<file path="config.mk">
export PLATFORM = sky130hd
export DESIGN_NAME = bitmap_font_glyph_placer_flat
export DESIGN_NICKNAME = d
export VERILOG_FILES = /design/src/hdl/bfgp_pkg.sv /design/src/hdl/bfgp_in_if.sv /design/src/hdl/bfgp_out_if.sv /design/src/hdl/bfgp_cfg.sv /design/src/hdl/bfgp_front.sv /design/src/hdl/bfgp_queue.sv /design/src/hdl/bfgp_back.sv /design/src/hdl/bitmap_font_glyph_placer.sv /design/src/flat_wrapper.sv
export VERILOG_INCLUDE_DIRS = /design/src /design/src/hdl
export SDC_FILE = /design/constraint.sdc
export NUM_CORES = 2
export LEC_CHECK = 0
export ABC_AREA = 1
export BUFFER_PORTS_ARGS = -buffer_cell sky130_fd_sc_hd__buf_4
export CAP_MARGIN = 20
export CORE_ASPECT_RATIO = 1.75
export CORE_MARGIN = 4
export CORE_UTILIZATION = 67
export CTS_CLUSTER_DIAMETER = 60
export DETAILED_ROUTE_END_ITERATION = 6
export PLACE_DENSITY = 0.82
export SLEW_MARGIN = 20
export SYNTH_ARGS = -nofsm -noshare
export SYNTH_HDL_FRONTEND = slang
export SYNTH_SLANG_ARGS = --single-unit
</file>
<file path="constraint.sdc">
create_clock -name clk -period 18.6 [get_ports clk]
set_input_delay 1.86 -clock clk [delete_from_list [all_inputs] [get_ports clk]]
set_output_delay 1.86 -clock clk [all_outputs]
set_load 0.005 [all_outputs]
</file>
<file path="src/hdl/bitmap_font_glyph_placer_defines.svh">
// ---------------------------------------------------------------------------
// Assertion macros for the bitmap font glyph placer
// Concurrent assertion wrappers, compiled out when ASSERT_OFF is defined.
// ---------------------------------------------------------------------------
`ifndef BITMAP_FONT_GLYPH_PLACER_DEFINES_SVH
`define BITMAP_FONT_GLYPH_PLACER_DEFINES_SVH

`ifndef ASSERT_OFF
// Plain property, checked at every rising edge outside reset.
`define BFGP_ASSERT(label, clk, rst_n, prop, msg) \
  label: assert property (@(posedge clk) disable iff (!rst_n) (prop)) else $error(msg);
// Overlapping implication, checked at every rising edge outside reset.
`define BFGP_ASSERT_IMPL(label, clk, rst_n, ante, cons, msg) \
  label: assert property (@(posedge clk) disable iff (!rst_n) (ante) |-> (cons)) \
    else $error(msg);
`else
`define BFGP_ASSERT(label, clk, rst_n, prop, msg)
`define BFGP_ASSERT_IMPL(label, clk, rst_n, ante, cons, msg)
`endif

`endif

</file>
<file path="src/hdl/bfgp_pkg.sv">
// ---------------------------------------------------------------------------
// Glyph placer package
// Shared constants, codes and types of the bitmap font glyph placer.
// ---------------------------------------------------------------------------
package bfgp_pkg;

  localparam int TABLE_ENTRIES = 128;
  localparam int COORD_BITS    = 16;
  localparam int SLOT_BITS     = $clog2(TABLE_ENTRIES);

  localparam int QDEPTH = 2;
  localparam int QPTR_W = $clog2(QDEPTH);
  localparam int QCNT_W = $clog2(QDEPTH + 1);

  // Divider retires DIV_STEP quotient bits per cycle.
  localparam int DIV_STEP   = 4;
  localparam int DIV_CYCLES = (SLOT_BITS + DIV_STEP - 1) / DIV_STEP;
  localparam int DIV_W      = DIV_CYCLES * DIV_STEP;
  localparam int DIV_CNT_W  = (DIV_CYCLES > 1) ? $clog2(DIV_CYCLES) : 1;

  localparam int SCALE_W   = 12;
  localparam int FRAC_BITS = 8;
  localparam int PROD_W    = 8 + SCALE_W;
  localparam int SCALED_W  = PROD_W - FRAC_BITS;

  localparam int CFG_ADDR_W = 5;
  localparam int CFG_DATA_W = 32;

  localparam logic [7:0] CHAR_NEWLINE = 8'h0A;
  localparam logic [7:0] CHAR_SPACE   = 8'h20;

  typedef enum logic [1:0] {
    CMD_START = 2'd0,
    CMD_CHAR  = 2'd1,
    CMD_WIDTH = 2'd2
  } cmd_t;

  typedef enum logic [2:0] {
    REG_CELL_WIDTH    = 3'd0,
    REG_LINE_HEIGHT   = 3'd1,
    REG_SHEET_COLUMNS = 3'd2,
    REG_FIRST_CODE    = 3'd3,
    REG_SCALE         = 3'd4,
    REG_TEXT_COLOR    = 3'd5,
    REG_SHEET_ID      = 3'd6
  } reg_idx_t;

  typedef enum logic [2:0] {
    OP_START,
    OP_WIDTH,
    OP_NEWLINE,
    OP_SPACE,
    OP_GLYPH,
    OP_BAD
  } op_kind_t;

  typedef struct packed {
    logic [7:0]         cell_width;
    logic [7:0]         line_height;
    logic [7:0]         sheet_columns;
    logic [7:0]         first_code;
    logic [SCALE_W-1:0] scale_q4_8;
    logic [31:0]        text_color;
    logic [15:0]        sheet_id;
  } cfg_t;

  typedef struct packed {
    op_kind_t             kind;
    logic [SLOT_BITS-1:0] slot;
    logic [15:0]          start_x;
    logic [15:0]          start_y;
    logic [7:0]           width;
  } q_entry_t;

  // Port coordinate (16-bit signed) into pen width.
  function automatic logic [COORD_BITS-1:0] coord_in(logic [15:0] v);
    logic signed [31:0] t;
    t = 32'(signed'(v));
    return t[COORD_BITS-1:0];
  endfunction

  // Pen coordinate into port width (sign extended or cut to 16 bits).
  function automatic logic [15:0] coord_out(logic [COORD_BITS-1:0] v);
    logic signed [31:0] t;
    t = 32'(signed'(v));
    return t[15:0];
  endfunction

endpackage

</file>
<file path="src/hdl/bfgp_in_if.sv">
// ---------------------------------------------------------------------------
// Glyph placer input channel
// Valid/ready channel that carries one command item per transfer.
// ---------------------------------------------------------------------------
interface bfgp_in_if;
  logic               valid;
  logic               ready;
  logic [1:0]         cmd;
  logic [7:0]         char_code;
  logic signed [15:0] start_x;
  logic signed [15:0] start_y;
  logic [6:0]         entry_index;
  logic [7:0]         entry_width;

  modport source (
    output valid, cmd, char_code, start_x, start_y, entry_index, entry_width,
    input  ready
  );
  modport sink (
    input  valid, cmd, char_code, start_x, start_y, entry_index, entry_width,
    output ready
  );
endinterface

</file>
<file path="src/hdl/bfgp_out_if.sv">
// ---------------------------------------------------------------------------
// Glyph placer result channel
// Valid/ready channel that carries one placed glyph or error result per transfer.
// ---------------------------------------------------------------------------
interface bfgp_out_if;
  logic               valid;
  logic               ready;
  logic signed [15:0] draw_x;
  logic signed [15:0] draw_y;
  logic signed [16:0] rect_left;
  logic [15:0]        rect_top;
  logic signed [16:0] rect_right;
  logic [15:0]        rect_bottom;
  logic [15:0]        glyph_sheet;
  logic [31:0]        glyph_color;
  logic               bad_char;

  modport source (
    output valid, draw_x, draw_y, rect_left, rect_top, rect_right, rect_bottom,
           glyph_sheet, glyph_color, bad_char,
    input  ready
  );
  modport sink (
    input  valid, draw_x, draw_y, rect_left, rect_top, rect_right, rect_bottom,
           glyph_sheet, glyph_color, bad_char,
    output ready
  );
endinterface

</file>
<file path="src/hdl/bfgp_cfg.sv">
// ---------------------------------------------------------------------------
// Glyph placer register file
// APB-style configuration registers with reset values and read back.
// ---------------------------------------------------------------------------
module bfgp_cfg (
  input  logic                              clk,
  input  logic                              rst_n,
  input  logic                              psel,
  input  logic                              penable,
  input  logic                              pwrite,
  input  logic [bfgp_pkg::CFG_ADDR_W-1:0]   paddr,
  input  logic [bfgp_pkg::CFG_DATA_W-1:0]   pwdata,
  output logic [bfgp_pkg::CFG_DATA_W-1:0]   prdata,
  output logic                              pready,
  output bfgp_pkg::cfg_t                    cfg_o
);
  import bfgp_pkg::*;

  cfg_t     cfg_r;
  reg_idx_t idx;
  logic     wr_en;

  assign idx    = reg_idx_t'(paddr[CFG_ADDR_W-1:2]);
  assign wr_en  = psel && penable && pwrite;
  assign pready = 1'b1;
  assign cfg_o  = cfg_r;

  always_ff @(posedge clk) begin
    if (!rst_n) begin
      cfg_r.cell_width    <= 8'd16;
      cfg_r.line_height   <= 8'd16;
      cfg_r.sheet_columns <= 8'd16;
      cfg_r.first_code    <= 8'd32;
      cfg_r.scale_q4_8    <= SCALE_W'(256);
      cfg_r.text_color    <= 32'hFFFF_FFFF;
      cfg_r.sheet_id      <= 16'd0;
    end else if (wr_en) begin
      unique case (idx)
        REG_CELL_WIDTH:    cfg_r.cell_width    <= pwdata[7:0];
        REG_LINE_HEIGHT:   cfg_r.line_height   <= pwdata[7:0];
        REG_SHEET_COLUMNS: cfg_r.sheet_columns <= pwdata[7:0];
        REG_FIRST_CODE:    cfg_r.first_code    <= pwdata[7:0];
        REG_SCALE:         cfg_r.scale_q4_8    <= pwdata[SCALE_W-1:0];
        REG_TEXT_COLOR:    cfg_r.text_color    <= pwdata[31:0];
        REG_SHEET_ID:      cfg_r.sheet_id      <= pwdata[15:0];
        default: ;
      endcase
    end
  end

  always_comb begin
    unique case (idx)
      REG_CELL_WIDTH:    prdata = {24'd0, cfg_r.cell_width};
      REG_LINE_HEIGHT:   prdata = {24'd0, cfg_r.line_height};
      REG_SHEET_COLUMNS: prdata = {24'd0, cfg_r.sheet_columns};
      REG_FIRST_CODE:    prdata = {24'd0, cfg_r.first_code};
      REG_SCALE:         prdata = CFG_DATA_W'(cfg_r.scale_q4_8);
      REG_TEXT_COLOR:    prdata = cfg_r.text_color;
      REG_SHEET_ID:      prdata = {16'd0, cfg_r.sheet_id};
      default:           prdata = '0;
    endcase
  end

endmodule

</file>
<file path="src/hdl/bfgp_front.sv">
// ---------------------------------------------------------------------------
// Glyph placer front end
// Accepts input items and sorts them into back-end operations.
// ---------------------------------------------------------------------------
module bfgp_front (
  bfgp_in_if.sink          in_ch,
  input  logic [7:0]       first_code_i,
  input  logic             q_ready_i,
  output logic             push_o,
  output bfgp_pkg::q_entry_t entry_o
);
  import bfgp_pkg::*;

  logic [8:0] diff;
  logic       in_table;
  logic       idx_ok;
  logic       keep;

  assign in_ch.ready = q_ready_i;
  assign push_o      = in_ch.valid && q_ready_i && keep;

  always_comb begin
    diff     = {1'b0, in_ch.char_code} - {1'b0, first_code_i};
    in_table = !diff[8] && ({1'b0, diff[7:0]} < 9'(TABLE_ENTRIES));
    idx_ok   = {2'b00, in_ch.entry_index} < 9'(TABLE_ENTRIES);

    entry_o.kind    = OP_GLYPH;
    entry_o.slot    = diff[SLOT_BITS-1:0];
    entry_o.start_x = in_ch.start_x;
    entry_o.start_y = in_ch.start_y;
    entry_o.width   = in_ch.entry_width;
    keep            = 1'b0;

    unique case (cmd_t'(in_ch.cmd))
      CMD_START: begin
        entry_o.kind = OP_START;
        keep         = 1'b1;
      end
      CMD_CHAR: begin
        keep = 1'b1;
        // A newline needs no slot, so it is checked before the table range.
        priority if (in_ch.char_code == CHAR_NEWLINE) entry_o.kind = OP_NEWLINE;
        else if (!in_table)                          entry_o.kind = OP_BAD;
        else if (in_ch.char_code == CHAR_SPACE)      entry_o.kind = OP_SPACE;
        else                                         entry_o.kind = OP_GLYPH;
      end
      CMD_WIDTH: begin
        entry_o.kind = OP_WIDTH;
        entry_o.slot = SLOT_BITS'(in_ch.entry_index);
        keep         = idx_ok;
      end
      default: keep = 1'b0;
    endcase
  end

endmodule

</file>
<file path="src/hdl/bfgp_queue.sv">
// ---------------------------------------------------------------------------
// Glyph placer operation queue
// Small FIFO that decouples the front end from the back end.
// ---------------------------------------------------------------------------
`include "bitmap_font_glyph_placer_defines.svh"

module bfgp_queue (
  input  logic                 clk,
  input  logic                 rst_n,
  input  logic                 push_i,
  input  bfgp_pkg::q_entry_t   entry_i,
  output logic                 ready_o,
  input  logic                 pop_i,
  output logic                 valid_o,
  output bfgp_pkg::q_entry_t   head_o
);
  import bfgp_pkg::*;

  q_entry_t          slots_r [QDEPTH];
  logic [QPTR_W-1:0] wr_ptr_r;
  logic [QPTR_W-1:0] rd_ptr_r;
  logic [QCNT_W-1:0] cnt_r;
  logic              do_push;
  logic              do_pop;

  assign ready_o = cnt_r != QCNT_W'(QDEPTH);
  assign valid_o = cnt_r != '0;
  assign head_o  = slots_r[rd_ptr_r];
  assign do_push = push_i && ready_o;
  assign do_pop  = pop_i && valid_o;

  always_ff @(posedge clk) begin
    if (do_push) slots_r[wr_ptr_r] <= entry_i;
  end

  always_ff @(posedge clk) begin
    if (!rst_n) begin
      wr_ptr_r <= '0;
      rd_ptr_r <= '0;
      cnt_r    <= '0;
    end else begin
      if (do_push) wr_ptr_r <= wr_ptr_r + 1'b1;
      if (do_pop)  rd_ptr_r <= rd_ptr_r + 1'b1;
      if (do_push && !do_pop)      cnt_r <= cnt_r + 1'b1;
      else if (do_pop && !do_push) cnt_r <= cnt_r - 1'b1;
    end
  end

  `BFGP_ASSERT(a_cnt_bound, clk, rst_n, cnt_r <= QCNT_W'(QDEPTH), "queue count over depth")
  `BFGP_ASSERT(a_cnt_grow, clk, rst_n, (do_push && !do_pop) |=> (cnt_r == QCNT_W'($past(cnt_r) + 1'b1)), "queue count did not grow")
  `BFGP_ASSERT_IMPL(a_pop_valid, clk, rst_n, pop_i, valid_o, "back end popped an empty queue")

endmodule

</file>
<file path="src/hdl/bfgp_back.sv">
// ---------------------------------------------------------------------------
// Glyph placer back end
// Holds the pen and the width table and turns operations into glyphs.
// ---------------------------------------------------------------------------
`include "bitmap_font_glyph_placer_defines.svh"

module bfgp_back (
  input  logic                 clk,
  input  logic                 rst_n,
  input  bfgp_pkg::cfg_t       cfg_i,
  input  logic                 q_valid_i,
  input  bfgp_pkg::q_entry_t   q_head_i,
  output logic                 q_pop_o,
  bfgp_out_if.source           out_ch
);
  import bfgp_pkg::*;

  typedef enum logic [2:0] {
    S_IDLE, S_READ, S_DIV, S_MUL, S_EMIT, S_ADV, S_BAD
  } state_t;

  state_t state_r;
  q_entry_t op_r;

  // Width table: memory plus one valid bit per entry, so reset reads zero.
  logic [7:0]               wmem [TABLE_ENTRIES];
  logic [TABLE_ENTRIES-1:0] wvalid_r;
  logic [7:0]               rd_data_r;
  logic                     rd_valid_r;
  logic                     wr_en;

  logic [COORD_BITS-1:0] pen_x_r;
  logic [COORD_BITS-1:0] pen_y_r;
  logic [COORD_BITS-1:0] origin_x_r;

  logic [7:0]          w_r;
  logic [SCALED_W-1:0] sw_r;
  logic [7:0]          rem_r;
  logic [DIV_W-1:0]    quo_r;
  logic [DIV_CNT_W-1:0] div_cnt_r;
  logic [15:0]         colcw_r;
  logic [15:0]         rowlh_r;
  logic [8:0]          half_r;

  logic        out_valid_r;
  logic [15:0] out_draw_x_r;
  logic [15:0] out_draw_y_r;
  logic [16:0] out_left_r;
  logic [15:0] out_top_r;
  logic [16:0] out_right_r;
  logic [15:0] out_bottom_r;
  logic [15:0] out_sheet_r;
  logic [31:0] out_color_r;
  logic        out_bad_r;

  logic [7:0]        cols;
  logic [7:0]        w_rd;
  logic [PROD_W-1:0] prod_w;
  logic [PROD_W-1:0] prod_lh;
  logic [7:0]        rem_t;
  logic [DIV_W-1:0]  quo_t;
  logic [8:0]        sh_t;
  logic [8:0]        diff_u;
  logic [8:0]        half_u;
  logic [8:0]        half_nxt;
  logic [17:0]       left_sum;
  logic [16:0]       left_v;
  logic [16:0]       right_v;
  logic [15:0]       bottom_v;
  logic              out_free;
  logic              out_load;
  logic              div_ok;

  assign cols     = (cfg_i.sheet_columns == 8'd0) ? 8'd1 : cfg_i.sheet_columns;
  assign w_rd     = rd_valid_r ? rd_data_r : 8'd0;
  assign prod_w   = {{SCALE_W{1'b0}}, w_rd} * {8'd0, cfg_i.scale_q4_8};
  assign prod_lh  = {{SCALE_W{1'b0}}, cfg_i.line_height} * {8'd0, cfg_i.scale_q4_8};
  assign out_free = !out_valid_r || out_ch.ready;
  assign out_load = ((state_r == S_EMIT) || (state_r == S_BAD)) && out_free;
  assign q_pop_o  = (state_r == S_IDLE) && q_valid_i;
  assign wr_en    = q_pop_o && (q_head_i.kind == OP_WIDTH);

  // Restoring division of the slot by the column count, DIV_STEP bits a cycle.
  always_comb begin
    rem_t = rem_r;
    quo_t = quo_r;
    for (int i = 0; i < DIV_STEP; i++) begin
      sh_t  = {rem_t, quo_t[DIV_W-1]};
      quo_t = {quo_t[DIV_W-2:0], 1'b0};
      if (sh_t >= {1'b0, cols}) begin
        rem_t    = 8'(sh_t - {1'b0, cols});
        quo_t[0] = 1'b1;
      end else begin
        rem_t = sh_t[7:0];
      end
    end
  end

  // Centering offset (cell_width - w) / 2, rounded toward zero.
  always_comb begin
    diff_u   = {1'b0, cfg_i.cell_width} - {1'b0, w_r};
    half_u   = 9'(diff_u + {8'd0, diff_u[8]});
    half_nxt = {half_u[8], half_u[8:1]};
  end

  assign left_sum = {2'b00, colcw_r} + {{9{half_r[8]}}, half_r};
  assign left_v   = left_sum[16:0];
  assign right_v  = 17'(left_v + {9'd0, w_r});
  assign bottom_v = 16'(rowlh_r + {8'd0, cfg_i.line_height});
  assign div_ok   = (16'(quo_r) * 16'(cols) + 16'(rem_r)) == 16'(op_r.slot);

  always_ff @(posedge clk) begin
    if (wr_en) wmem[q_head_i.slot] <= q_head_i.width;
    rd_data_r  <= wmem[q_head_i.slot];
    rd_valid_r <= wvalid_r[q_head_i.slot];
  end

  always_ff @(posedge clk) begin
    if (!rst_n) begin
      state_r     <= S_IDLE;
      wvalid_r    <= '0;
      pen_x_r     <= '0;
      pen_y_r     <= '0;
      origin_x_r  <= '0;
      out_valid_r <= 1'b0;
    end else begin
      // A new result replaces the old one in the same cycle it is taken.
      if (out_load)          out_valid_r <= 1'b1;
      else if (out_ch.ready) out_valid_r <= 1'b0;
      unique case (state_r)
        S_IDLE: begin
          if (q_valid_i) begin
            op_r <= q_head_i;
            unique case (q_head_i.kind)
              OP_START: begin
                pen_x_r    <= coord_in(q_head_i.start_x);
                origin_x_r <= coord_in(q_head_i.start_x);
                pen_y_r    <= coord_in(q_head_i.start_y);
              end
              OP_WIDTH: wvalid_r[q_head_i.slot] <= 1'b1;
              OP_NEWLINE: begin
                pen_x_r <= origin_x_r;
                pen_y_r <= pen_y_r + COORD_BITS'(prod_lh[PROD_W-1:FRAC_BITS]);
              end
              OP_SPACE, OP_GLYPH: state_r <= S_READ;
              OP_BAD:             state_r <= S_BAD;
              default: ;
            endcase
          end
        end
        S_READ: begin
          w_r       <= w_rd;
          sw_r      <= prod_w[PROD_W-1:FRAC_BITS];
          rem_r     <= '0;
          quo_r     <= DIV_W'(op_r.slot);
          div_cnt_r <= DIV_CNT_W'(DIV_CYCLES - 1);
          state_r   <= (op_r.kind == OP_SPACE) ? S_ADV : S_DIV;
        end
        S_DIV: begin
          rem_r     <= rem_t;
          quo_r     <= quo_t;
          div_cnt_r <= div_cnt_r - 1'b1;
          if (div_cnt_r == '0) state_r <= S_MUL;
        end
        S_MUL: begin
          colcw_r <= {8'd0, rem_r} * {8'd0, cfg_i.cell_width};
          rowlh_r <= 16'(quo_r) * {8'd0, cfg_i.line_height};
          half_r  <= half_nxt;
          state_r <= S_EMIT;
        end
        S_EMIT: begin
          if (out_free) begin
            out_draw_x_r <= coord_out(pen_x_r);
            out_draw_y_r <= coord_out(pen_y_r);
            out_left_r   <= left_v;
            out_top_r    <= rowlh_r;
            out_right_r  <= right_v;
            out_bottom_r <= bottom_v;
            out_sheet_r  <= cfg_i.sheet_id;
            out_color_r  <= cfg_i.text_color;
            out_bad_r    <= 1'b0;
            pen_x_r      <= pen_x_r + COORD_BITS'(sw_r);
            state_r      <= S_IDLE;
          end
        end
        S_ADV: begin
          pen_x_r <= pen_x_r + COORD_BITS'(sw_r);
          state_r <= S_IDLE;
        end
        S_BAD: begin
          if (out_free) begin
            out_draw_x_r <= '0;
            out_draw_y_r <= '0;
            out_left_r   <= '0;
            out_top_r    <= '0;
            out_right_r  <= '0;
            out_bottom_r <= '0;
            out_sheet_r  <= '0;
            out_color_r  <= '0;
            out_bad_r    <= 1'b1;
            state_r      <= S_IDLE;
          end
        end
        default: state_r <= S_IDLE;
      endcase
    end
  end

  assign out_ch.valid       = out_valid_r;
  assign out_ch.draw_x      = $signed(out_draw_x_r);
  assign out_ch.draw_y      = $signed(out_draw_y_r);
  assign out_ch.rect_left   = $signed(out_left_r);
  assign out_ch.rect_top    = out_top_r;
  assign out_ch.rect_right  = $signed(out_right_r);
  assign out_ch.rect_bottom = out_bottom_r;
  assign out_ch.glyph_sheet = out_sheet_r;
  assign out_ch.glyph_color = out_color_r;
  assign out_ch.bad_char    = out_bad_r;

  `BFGP_ASSERT_IMPL(a_rem_below_cols, clk, rst_n, state_r == S_MUL, rem_r < cols,
                    "division remainder not below column count")
  `BFGP_ASSERT_IMPL(a_div_exact, clk, rst_n, state_r == S_MUL, div_ok,
                    "quotient and remainder do not rebuild the slot")
  `BFGP_ASSERT(a_emit_loads, clk, rst_n,
               (state_r == S_EMIT && out_free) |=> (out_valid_r && !out_bad_r),
               "glyph result not loaded")

endmodule

</file>
<file path="src/hdl/bitmap_font_glyph_placer.sv">
// ---------------------------------------------------------------------------
// Bitmap font glyph placer
// Variable-width text layout: pen tracking and font sheet rectangles.
// ---------------------------------------------------------------------------
//
//   Channel   Direction  Handshake          Moves per transfer
//   in_ch     sink       valid/ready        one command (start, char, width)
//   out_ch    source     valid/ready        one placed glyph or error result
//   cfg_*     slave      APB, pready high   one 32-bit register write or read
//
// The front end takes one input transfer per cycle while the two-entry
// operation queue has room. The back end applies a start, a width write or
// a newline as it pops it. A space takes the registered width-table read
// and the pen advance, a character outside the table the error result, and
// a drawn glyph the width-table read, the column divider (four quotient
// bits per cycle), the cell multiply and the emit step. Reset is synchronous
// and active low; the width table has one valid bit per entry, so no
// clearing pass follows reset. A stalled result register holds the back end
// in its emit step while the queue keeps taking transfers until it is full.
//
module bitmap_font_glyph_placer (
  input  logic                              clk,
  input  logic                              rst_n,
  bfgp_in_if.sink                           in_ch,
  bfgp_out_if.source                        out_ch,
  input  logic                              cfg_psel,
  input  logic                              cfg_penable,
  input  logic                              cfg_pwrite,
  input  logic [bfgp_pkg::CFG_ADDR_W-1:0]   cfg_paddr,
  input  logic [bfgp_pkg::CFG_DATA_W-1:0]   cfg_pwdata,
  output logic [bfgp_pkg::CFG_DATA_W-1:0]   cfg_prdata,
  output logic                              cfg_pready
);
  import bfgp_pkg::*;

  cfg_t     cfg;
  logic     push;
  q_entry_t entry;
  logic     q_ready;
  logic     q_valid;
  q_entry_t q_head;
  logic     q_pop;

  // Configuration registers; the user must write them only while the datapath is quiet (not enforced here).
  bfgp_cfg u_cfg (
    .clk     (clk),
    .rst_n   (rst_n),
    .psel    (cfg_psel),
    .penable (cfg_penable),
    .pwrite  (cfg_pwrite),
    .paddr   (cfg_paddr),
    .pwdata  (cfg_pwdata),
    .prdata  (cfg_prdata),
    .pready  (cfg_pready),
    .cfg_o   (cfg)
  );

  // The front end resolves the glyph slot and range check at accept time,
  // and drops commands with an unused command code before they reach the
  // queue; a width write cannot address past the table (seven-bit index).
  bfgp_front u_front (
    .in_ch        (in_ch),
    .first_code_i (cfg.first_code),
    .q_ready_i    (q_ready),
    .push_o       (push),
    .entry_o      (entry)
  );

  bfgp_queue u_queue (
    .clk     (clk),
    .rst_n   (rst_n),
    .push_i  (push),
    .entry_i (entry),
    .ready_o (q_ready),
    .pop_i   (q_pop),
    .valid_o (q_valid),
    .head_o  (q_head)
  );

  // The back end owns the pen, the line origin and the width table, and
  // applies operations strictly in queue order.
  bfgp_back u_back (
    .clk       (clk),
    .rst_n     (rst_n),
    .cfg_i     (cfg),
    .q_valid_i (q_valid),
    .q_head_i  (q_head),
    .q_pop_o   (q_pop),
    .out_ch    (out_ch)
  );

endmodule
</file>
<file path="src/flat_wrapper.sv">
// flat-port wrapper written by rule: the top's interface ports become plain ports
module bitmap_font_glyph_placer_flat import bfgp_pkg::*;
  (clk, rst_n, cfg_psel, cfg_penable, cfg_pwrite, cfg_paddr, cfg_pwdata, cfg_prdata, cfg_pready, in_ch_valid, in_ch_cmd, in_ch_char_code, in_ch_start_x, in_ch_start_y, in_ch_entry_index, in_ch_entry_width, in_ch_ready, out_ch_valid, out_ch_draw_x, out_ch_draw_y, out_ch_rect_left, out_ch_rect_top, out_ch_rect_right, out_ch_rect_bottom, out_ch_glyph_sheet, out_ch_glyph_color, out_ch_bad_char, out_ch_ready);
  bfgp_in_if in_ch_i ();
  bfgp_out_if out_ch_i ();
  input  logic clk;
  input  logic rst_n;
  input  logic cfg_psel;
  input  logic cfg_penable;
  input  logic cfg_pwrite;
  input  logic [bfgp_pkg::CFG_ADDR_W-1:0] cfg_paddr;
  input  logic [bfgp_pkg::CFG_DATA_W-1:0] cfg_pwdata;
  output logic [bfgp_pkg::CFG_DATA_W-1:0] cfg_prdata;
  output logic cfg_pready;
  input wire logic [$bits(in_ch_i.valid)-1:0] in_ch_valid;
  input wire logic [$bits(in_ch_i.cmd)-1:0] in_ch_cmd;
  input wire logic [$bits(in_ch_i.char_code)-1:0] in_ch_char_code;
  input wire logic [$bits(in_ch_i.start_x)-1:0] in_ch_start_x;
  input wire logic [$bits(in_ch_i.start_y)-1:0] in_ch_start_y;
  input wire logic [$bits(in_ch_i.entry_index)-1:0] in_ch_entry_index;
  input wire logic [$bits(in_ch_i.entry_width)-1:0] in_ch_entry_width;
  output wire logic [$bits(in_ch_i.ready)-1:0] in_ch_ready;
  output wire logic [$bits(out_ch_i.valid)-1:0] out_ch_valid;
  output wire logic [$bits(out_ch_i.draw_x)-1:0] out_ch_draw_x;
  output wire logic [$bits(out_ch_i.draw_y)-1:0] out_ch_draw_y;
  output wire logic [$bits(out_ch_i.rect_left)-1:0] out_ch_rect_left;
  output wire logic [$bits(out_ch_i.rect_top)-1:0] out_ch_rect_top;
  output wire logic [$bits(out_ch_i.rect_right)-1:0] out_ch_rect_right;
  output wire logic [$bits(out_ch_i.rect_bottom)-1:0] out_ch_rect_bottom;
  output wire logic [$bits(out_ch_i.glyph_sheet)-1:0] out_ch_glyph_sheet;
  output wire logic [$bits(out_ch_i.glyph_color)-1:0] out_ch_glyph_color;
  output wire logic [$bits(out_ch_i.bad_char)-1:0] out_ch_bad_char;
  input wire logic [$bits(out_ch_i.ready)-1:0] out_ch_ready;
  assign in_ch_i.valid = in_ch_valid;
  assign in_ch_i.cmd = in_ch_cmd;
  assign in_ch_i.char_code = in_ch_char_code;
  assign in_ch_i.start_x = in_ch_start_x;
  assign in_ch_i.start_y = in_ch_start_y;
  assign in_ch_i.entry_index = in_ch_entry_index;
  assign in_ch_i.entry_width = in_ch_entry_width;
  assign in_ch_ready = in_ch_i.ready;
  assign out_ch_valid = out_ch_i.valid;
  assign out_ch_draw_x = out_ch_i.draw_x;
  assign out_ch_draw_y = out_ch_i.draw_y;
  assign out_ch_rect_left = out_ch_i.rect_left;
  assign out_ch_rect_top = out_ch_i.rect_top;
  assign out_ch_rect_right = out_ch_i.rect_right;
  assign out_ch_rect_bottom = out_ch_i.rect_bottom;
  assign out_ch_glyph_sheet = out_ch_i.glyph_sheet;
  assign out_ch_glyph_color = out_ch_i.glyph_color;
  assign out_ch_bad_char = out_ch_i.bad_char;
  assign out_ch_i.ready = out_ch_ready;
  bitmap_font_glyph_placer u_core (.clk(clk), .rst_n(rst_n), .in_ch(in_ch_i), .out_ch(out_ch_i), .cfg_psel(cfg_psel), .cfg_penable(cfg_penable), .cfg_pwrite(cfg_pwrite), .cfg_paddr(cfg_paddr), .cfg_pwdata(cfg_pwdata), .cfg_prdata(cfg_prdata), .cfg_pready(cfg_pready));
endmodule
</file>
# Yosys cells after proc, flatten, opt, wreduce, memory -nomap -nowiden

Memory sizes are Yosys's and may differ from the RTL's. A register that Yosys moved wholly into a read port is not among the register bits.
Index checks and enable logic that the tools add are counted.

Multiply operators: 4
Reductions and logical operators: 51
Eq/ne operators: 30
$add $sub $neg: 17
Bitwise operators: 1
Order comparisons: 7
Muxes and demuxes: 67

Operators with widths:

| operator           | number |
|---|---|
| $pmux 16 s2        | 7 |
| $pmux 32 s7        | 1 |
| $mux 16            | 8 |
| $or 128x128->128   | 1 |
| $pmux 17 s2        | 2 |
| $mux 32            | 2 |
| $pmux 32 s2        | 1 |
| $mux 17            | 3 |
| $mux 8             | 6 |
| $pmux 16 s3        | 1 |
| $mul 8x12->20      | 2 |
| $ge 9x8->1         | 4 |
| $add 17x8->17      | 2 |
| $add 16x12->16     | 2 |
| $mul 8x8->16       | 2 |
| $pmux 8 s2         | 2 |
| $sub 8x8->8        | 4 |
| $eq 3x3->1 const B | 8 |
| $eq 3x2->1 const B | 7 |
| $mux 3             | 7 |
| $reduce_and 2->1   | 10 |
| $sub 8x8->9        | 2 |
| $mux 1             | 17 |
| $add 16x8->16      | 1 |
| other kinds (36)   | 75 |

RAM bits: 1124
Input port bits: 101
Output and inout port bits: 182
Bits in registers: 511
Word-level logic and storage cells: 215
Memories kept: 2

Memories:

| memory                 | words | width | read ports | clocked after memory_dff | wr ports | RTL line         | source |
|---|---|---|---|---|---|---|---|
| u_core.u_back.wmem     | 128   | 8     | 1          | 1                        | 1        | bfgp_back.sv:26  | `logic [7:0] wmem [TABLE_ENTRIES];` |
| u_core.u_queue.slots_r | 2     | 50    | 1          | 1                        | 1        | bfgp_queue.sv:19 | `q_entry_t slots_r [QDEPTH];` |

# Logic depth before layout (Yosys ltp)

Depth in word-level cells: 11
Mapped depth: 47

# By module

From an unflattened synthesis, not the netlist that was laid out.

Cell total of the unflattened synthesis: 7352
Area, all modules: 78166.2 µm²

By module, submodules not included:

| module     | sequential area each (µm²) | area an instance (µm²) | cells an instance | instances |
|---|---|---|---|---|
| bfgp_back  | 41559.9                    | 68705.9                | 6325              | 1 |
| bfgp_cfg   | 1841.8                     | 4468.0                 | 688               | 1 |
| bfgp_queue | 3103.0                     | 4105.2                 | 193               | 1 |
| bfgp_front | 0.0                        | 887.1                  | 146               | 1 |

# Least setup slack after synthesis

Ideal clock, no wire load.

Path kind: input -> register
Start: input rst_n
End: register u_core.u_back.out_bad_r (netlist: u_core.u_back.out_ch.bad_char) (enable)
Slack: 5.706 ns
Cell stages on the path: 3
Required time: 17.767 ns
Arrival: 12.061 ns
Cells stage by stage: inv_2 -> clkbuf_1 -> nor3_1

Cells in the longest elaborated chain, start to end: 1

RTL lines:

| item                              | RTL line          | source |
|---|---|---|
| from (decl)                       | flat_wrapper.sv:7 | `input logic rst_n;` |
| $reduce_and 4->1 (no source line) | n/a               |  |
| to (signal assigned)              | bfgp_back.sv:181  | `out_bad_r <= 1'b0;` |
| to (signal assigned)              | bfgp_back.sv:200  | `out_bad_r <= 1'b1;` |
| to (decl)                         | bfgp_back.sv:54   | `logic out_bad_r;` |

No other way between the ends.
A chain may end at the register's enable or synchronous reset.

# Final worst setup path

Start: register u_core.u_cfg.cfg_r (netlist bit u_core.u_cfg.cfg_o[69])
End: register u_core.u_back.rem_r[4], data pin

Cells in the longest elaborated chain, start to end: 11

RTL lines:

| item                                      | RTL line                         | source |
|---|---|---|
| from (decl)                               | bfgp_cfg.sv:19                   | `cfg_t cfg_r;` |
| $logic_not 8->1                           | bfgp_back.sv:74                  | `assign cols = (cfg_i.sheet_columns == 8'd0) ? 8'd1 : cfg_i.sheet_columns;` |
| $mux 8 *                                  | bfgp_back.sv:74                  |  |
| $sub 8x8->8 or $ge 9x8->1 (tied branches) | bfgp_back.sv:91, bfgp_back.sv:90 |  |
| $mux 8                                    | bfgp_back.sv:90                  | `if (sh_t >= {1'b0, cols}) begin` |
| $sub 8x8->8 or $ge 9x8->1 (tied branches) | bfgp_back.sv:91, bfgp_back.sv:90 |  |
| $mux 8                                    | bfgp_back.sv:90                  |  |
| $sub 8x8->8 or $ge 9x8->1 (tied branches) | bfgp_back.sv:91, bfgp_back.sv:90 |  |
| $mux 8                                    | bfgp_back.sv:90                  |  |
| $sub 8x8->8 or $ge 9x8->1 (tied branches) | bfgp_back.sv:91, bfgp_back.sv:90 |  |
| $mux 8 *                                  | bfgp_back.sv:90                  |  |
| $pmux 8 s2 *                              | bfgp_back.sv:130                 | `unique case (state_r)` |
| to (signal assigned)                      | bfgp_back.sv:160                 | `rem_r <= rem_t;` |
| to (decl)                                 | bfgp_back.sv:38                  | `logic [7:0] rem_r;` |

Mark *: on every way between the ends. The rest lies on a longest branch, timed or not.

==> results_dict.tcl <==
set metrics [dict create \
    status "completed" \
    core_um2 114000 \
    first_global_vias 54987 \
    min_period_ps 8480 \
    timing.setup.tns_ps 0 \
    cts_buffers 142 \
    clock_sinks 1644 \
    io_pins 283 \
    ant_nets 0 \
    yosysSeqAreaShare_pct 60.4 \
    layout-drive-gt1-share_pct 10.9 \
    synthFlopType "edfxtp_1" \
    cts_setup_buffers 0 \
    tritoncts "built" \
    ctsHoldBuffers 0 \
    io_buffers 279 \
    p_comb_share_pct 25.7 \
    synth_top_area_share_pct 52.9 \
    criticalPathCategory "flip-flop to flip-flop" \
    drc_errors 0 \
    rsz0062_at_grt "false" \
    synth_cell_type_count 71 \
    initialDrtViolationCount 6242 \
    place_congestion 0.946 \
    synth_edf_count 1358 \
    period_share_pct 45.6 \
    synth_area_leader_cell "edfxtp_1" \
    grt_usage_pct 34.4 \
    slew_headroom_pct 25.2 \
    clk_path_buf_depth 3 \
    setup_viol 0 \
    cellPowerDensity_nw_per_um2 117 \
    rrSetupSlack_ps 10120 \
    dp.final_hpwl_um 138000 \
    drv_slew 0 \
    skew_ps 39.4 \
    power.share.switching_pct 33.2 \
    slowest_delay_ps 580 \
    vias_per_cell 6.25 \
    synth.avg_cell_area_um2 11.2 \
    placed_cell_area_um2 80200 \
    vdd_drop_max_mv 0.106 \
    worst_pin_slew_ps 1120 \
    wl_per_cell_um 24.3 \
    p_leak_uw 0.0338 \
    syn_inst 6866 \
    cts_resized 0 \
    cts_max_level 4 \
    cap_violations 0 \
    p_int_uw 6630 \
    path_max_fanout 14 \
    wl_um 211000 \
    p_clk_share_pct 29.5 \
    crit_path_start_kind "flip-flop" \
    root_buffer "clkbuf_16" \
    final_nets 7611 \
    gr-total-overflow 0 \
    synth_fp_nets 7420 \
    num_rows 164 \
    grt_pass1_wl_um 316000 \
    grt_max_degree 113 \
    critPathCaptureType "flip-flop" \
    power.sequential.fraction_pct 44.8 \
    yosys_warnings 0 \
    hold_viol 0 \
    hold_class "flip-flop to flip-flop" \
    dieArea_um2 121000 \
    ys_async_sr_fraction_pct 0 \
    vias 54186 \
    yosys-top-cells-area "edfxtp_1, dfxtp_1, nand2_1, fa_1, a22oi_1" \
    die_w_um 264 \
    crit_path_frequent_cell "nand2_1" \
    path_clk_slew_ps 70 \
    areaGrowthSynthToFinish_pct 10.1 \
    die_y_um 457 \
    antenna_found_initial 5 \
    whs_ps 460 \
    crit_arrival_ps 9110 \
    initial_utilization_pct 67.5 \
    dr.pass1.iters 6 \
    synth_area_um2 77000 \
    design_area_um2 84800 \
    clock.fmax_mhz 118 \
    synth-seq-cells 1644 \
    clk_latency_ps 800 \
    cp_slowest_cell "o21ai_0" \
    worstPathRequired_ps 19230 \
    switching_power_uw 3300 \
]
synthesized netlist by cell type (10+ instances only):
master,count
edfxtp_1,1358
nand2_1,1258
inv_1,735
nor2_1,650
a22oi_1,434
dfxtp_1,286
a21oi_1,285
ha_1,252
o21ai_0,240
fa_1,201
nand4_1,169
clkbuf_1,146
nand3_1,134
buf_2,115
nor2_2,86
xor2_1,72
xnor2_1,32
a31oi_1,29
o211ai_1,26
inv_2,21
nor3_1,21
o21ai_1,21
nand2_4,16
or2_2,15
a221oi_1,14
mux2i_1,14
and2_0,13
a21o_1,12
a311oi_1,12
buf_6,12
o21a_1,12
nor2_8,11
o2111ai_1,10
o21bai_1,10
path summary, 6_finish.rpt:
kind | start | to | cells past startpoint
worst min register to register | u_core.u_back.origin_x_r[15] | u_core.u_back.origin_x_r[15] | 2
worst max-delay path | u_core.u_cfg.cfg_o[69] | u_core.u_back.rem_r[4] | 38
worst max register to register | u_core.u_cfg.cfg_o[69] | u_core.u_back.rem_r[4] | 38
worst min-delay path | u_core.u_back.origin_x_r[15] | u_core.u_back.origin_x_r[15] | 2
power by group through the flow:
stage          clock network [uW]  registers (uW)  logic, uW
2_1_floorplan                   0            4520       1680
3_3_place_gp                    0            4520       2410
3_5_place_dp                    0            4530       2470
4_1_cts                      2930            4450       2490
5_1_grt                      3080            4460       2740
6_report                     2930            4450       2550
state kept, by name, indices dropped and copies added (netlist names), 17 cells and up, named ones only:
signal                            count
u_core.u_back.out_ch.glyph_color     32
u_core.u_back.out_ch.rect_left       17
u_core.u_back.out_ch.rect_right      17
u_core.u_back.wmem                 1024
u_core.u_back.wvalid_r              128
u_core.u_cfg.cfg_o                   92
u_core.u_queue.slots_r              100
per-layer routing:
metal / part of all wire, % / vias up / GRT usage, %
li1: - / 24136 / -
met1: 32 / 25938 / 37.3
met2: 51 / 3252 / 60.4
met3: 8.6 / 860 / 5.70
met4: 8.8 / 0 / 25.4
met5: 0 / - / 0
logic make-up (layout without fill, tap and decap cells):
kind of cell / Yosys count / after routing / synth area share, %
AO/OA/AOI/OAI: 1151 / 1151 / 9.56
other: 1 / 6 / 0.00487
flip-flops: 1644 / 1644 / 60.4
adder cells (fa/ha/maj): 453 / 453 / 9.32
multiplexers: 14 / 14 / 0.182
buffers and inverters: 1062 / 1370 / 5.55
XOR/XNOR: 104 / 104 / 1.18
AND/OR/NAND/NOR: 2437 / 2437 / 13.8
worst max-delay path: cells and delay by family (launching register included):
family,cells,cell delay [ps]
flip-flops,1,390
AO/OA/AOI/OAI,10,2790
buffers and inverters,3,450
AND/OR/NAND/NOR,21,3360
adder cells (fa/ha/maj),4,1330
layout make-up:
class | count | area [um2]
antenna | 5 | 12.5
clock buffer | 192 | 3890
clock inverter | 69 | 676
fill | 7316 | 29300
inverter | 772 | 2940
multi-input combinational | 4160 | 26400
sequential | 1644 | 46500
tap | 1494 | 1870
timing repair buffer | 337 | 2530
per-stage QoR:
| step | utilization [%] | total power, uW | setup slack [ps] | cells |
|---|---|---|---|---|
| after floorplan | - | 6200 | 5710 | 6866 |
| after global placement | 70.3 | 6930 | 10140 | 8406 |
| after detailed placement | 70.3 | 6990 | 10170 | 8406 |
| after CTS | 74.3 | 9870 | 10100 | 8667 |
| after global routing | 74.3 | 10300 | 9210 | 8673 |
| final | 74.3 | 9930 | 10120 | 8673 |
cell usage in the layout (no fill, tap or decap), types with 24 or more instances in the layout:
cell,instances
xnor2_1,32
edfxtp_1,1358
o21ai_0,239
nand4_1,169
clkbuf_1,36
inv_1,734
a22oi_1,434
fa_1,201
nand3_1,133
a21oi_1,284
nand2_4,24
dfxtp_1,284
clkinv_2,24
a31oi_1,29
xor2_1,72
o211ai_1,26
clkbuf_16,143
nor2_1,643
ha_1,252
nor2_2,88
buf_4,336
nand2_1,1250
(Power assumes the default switching activity.)
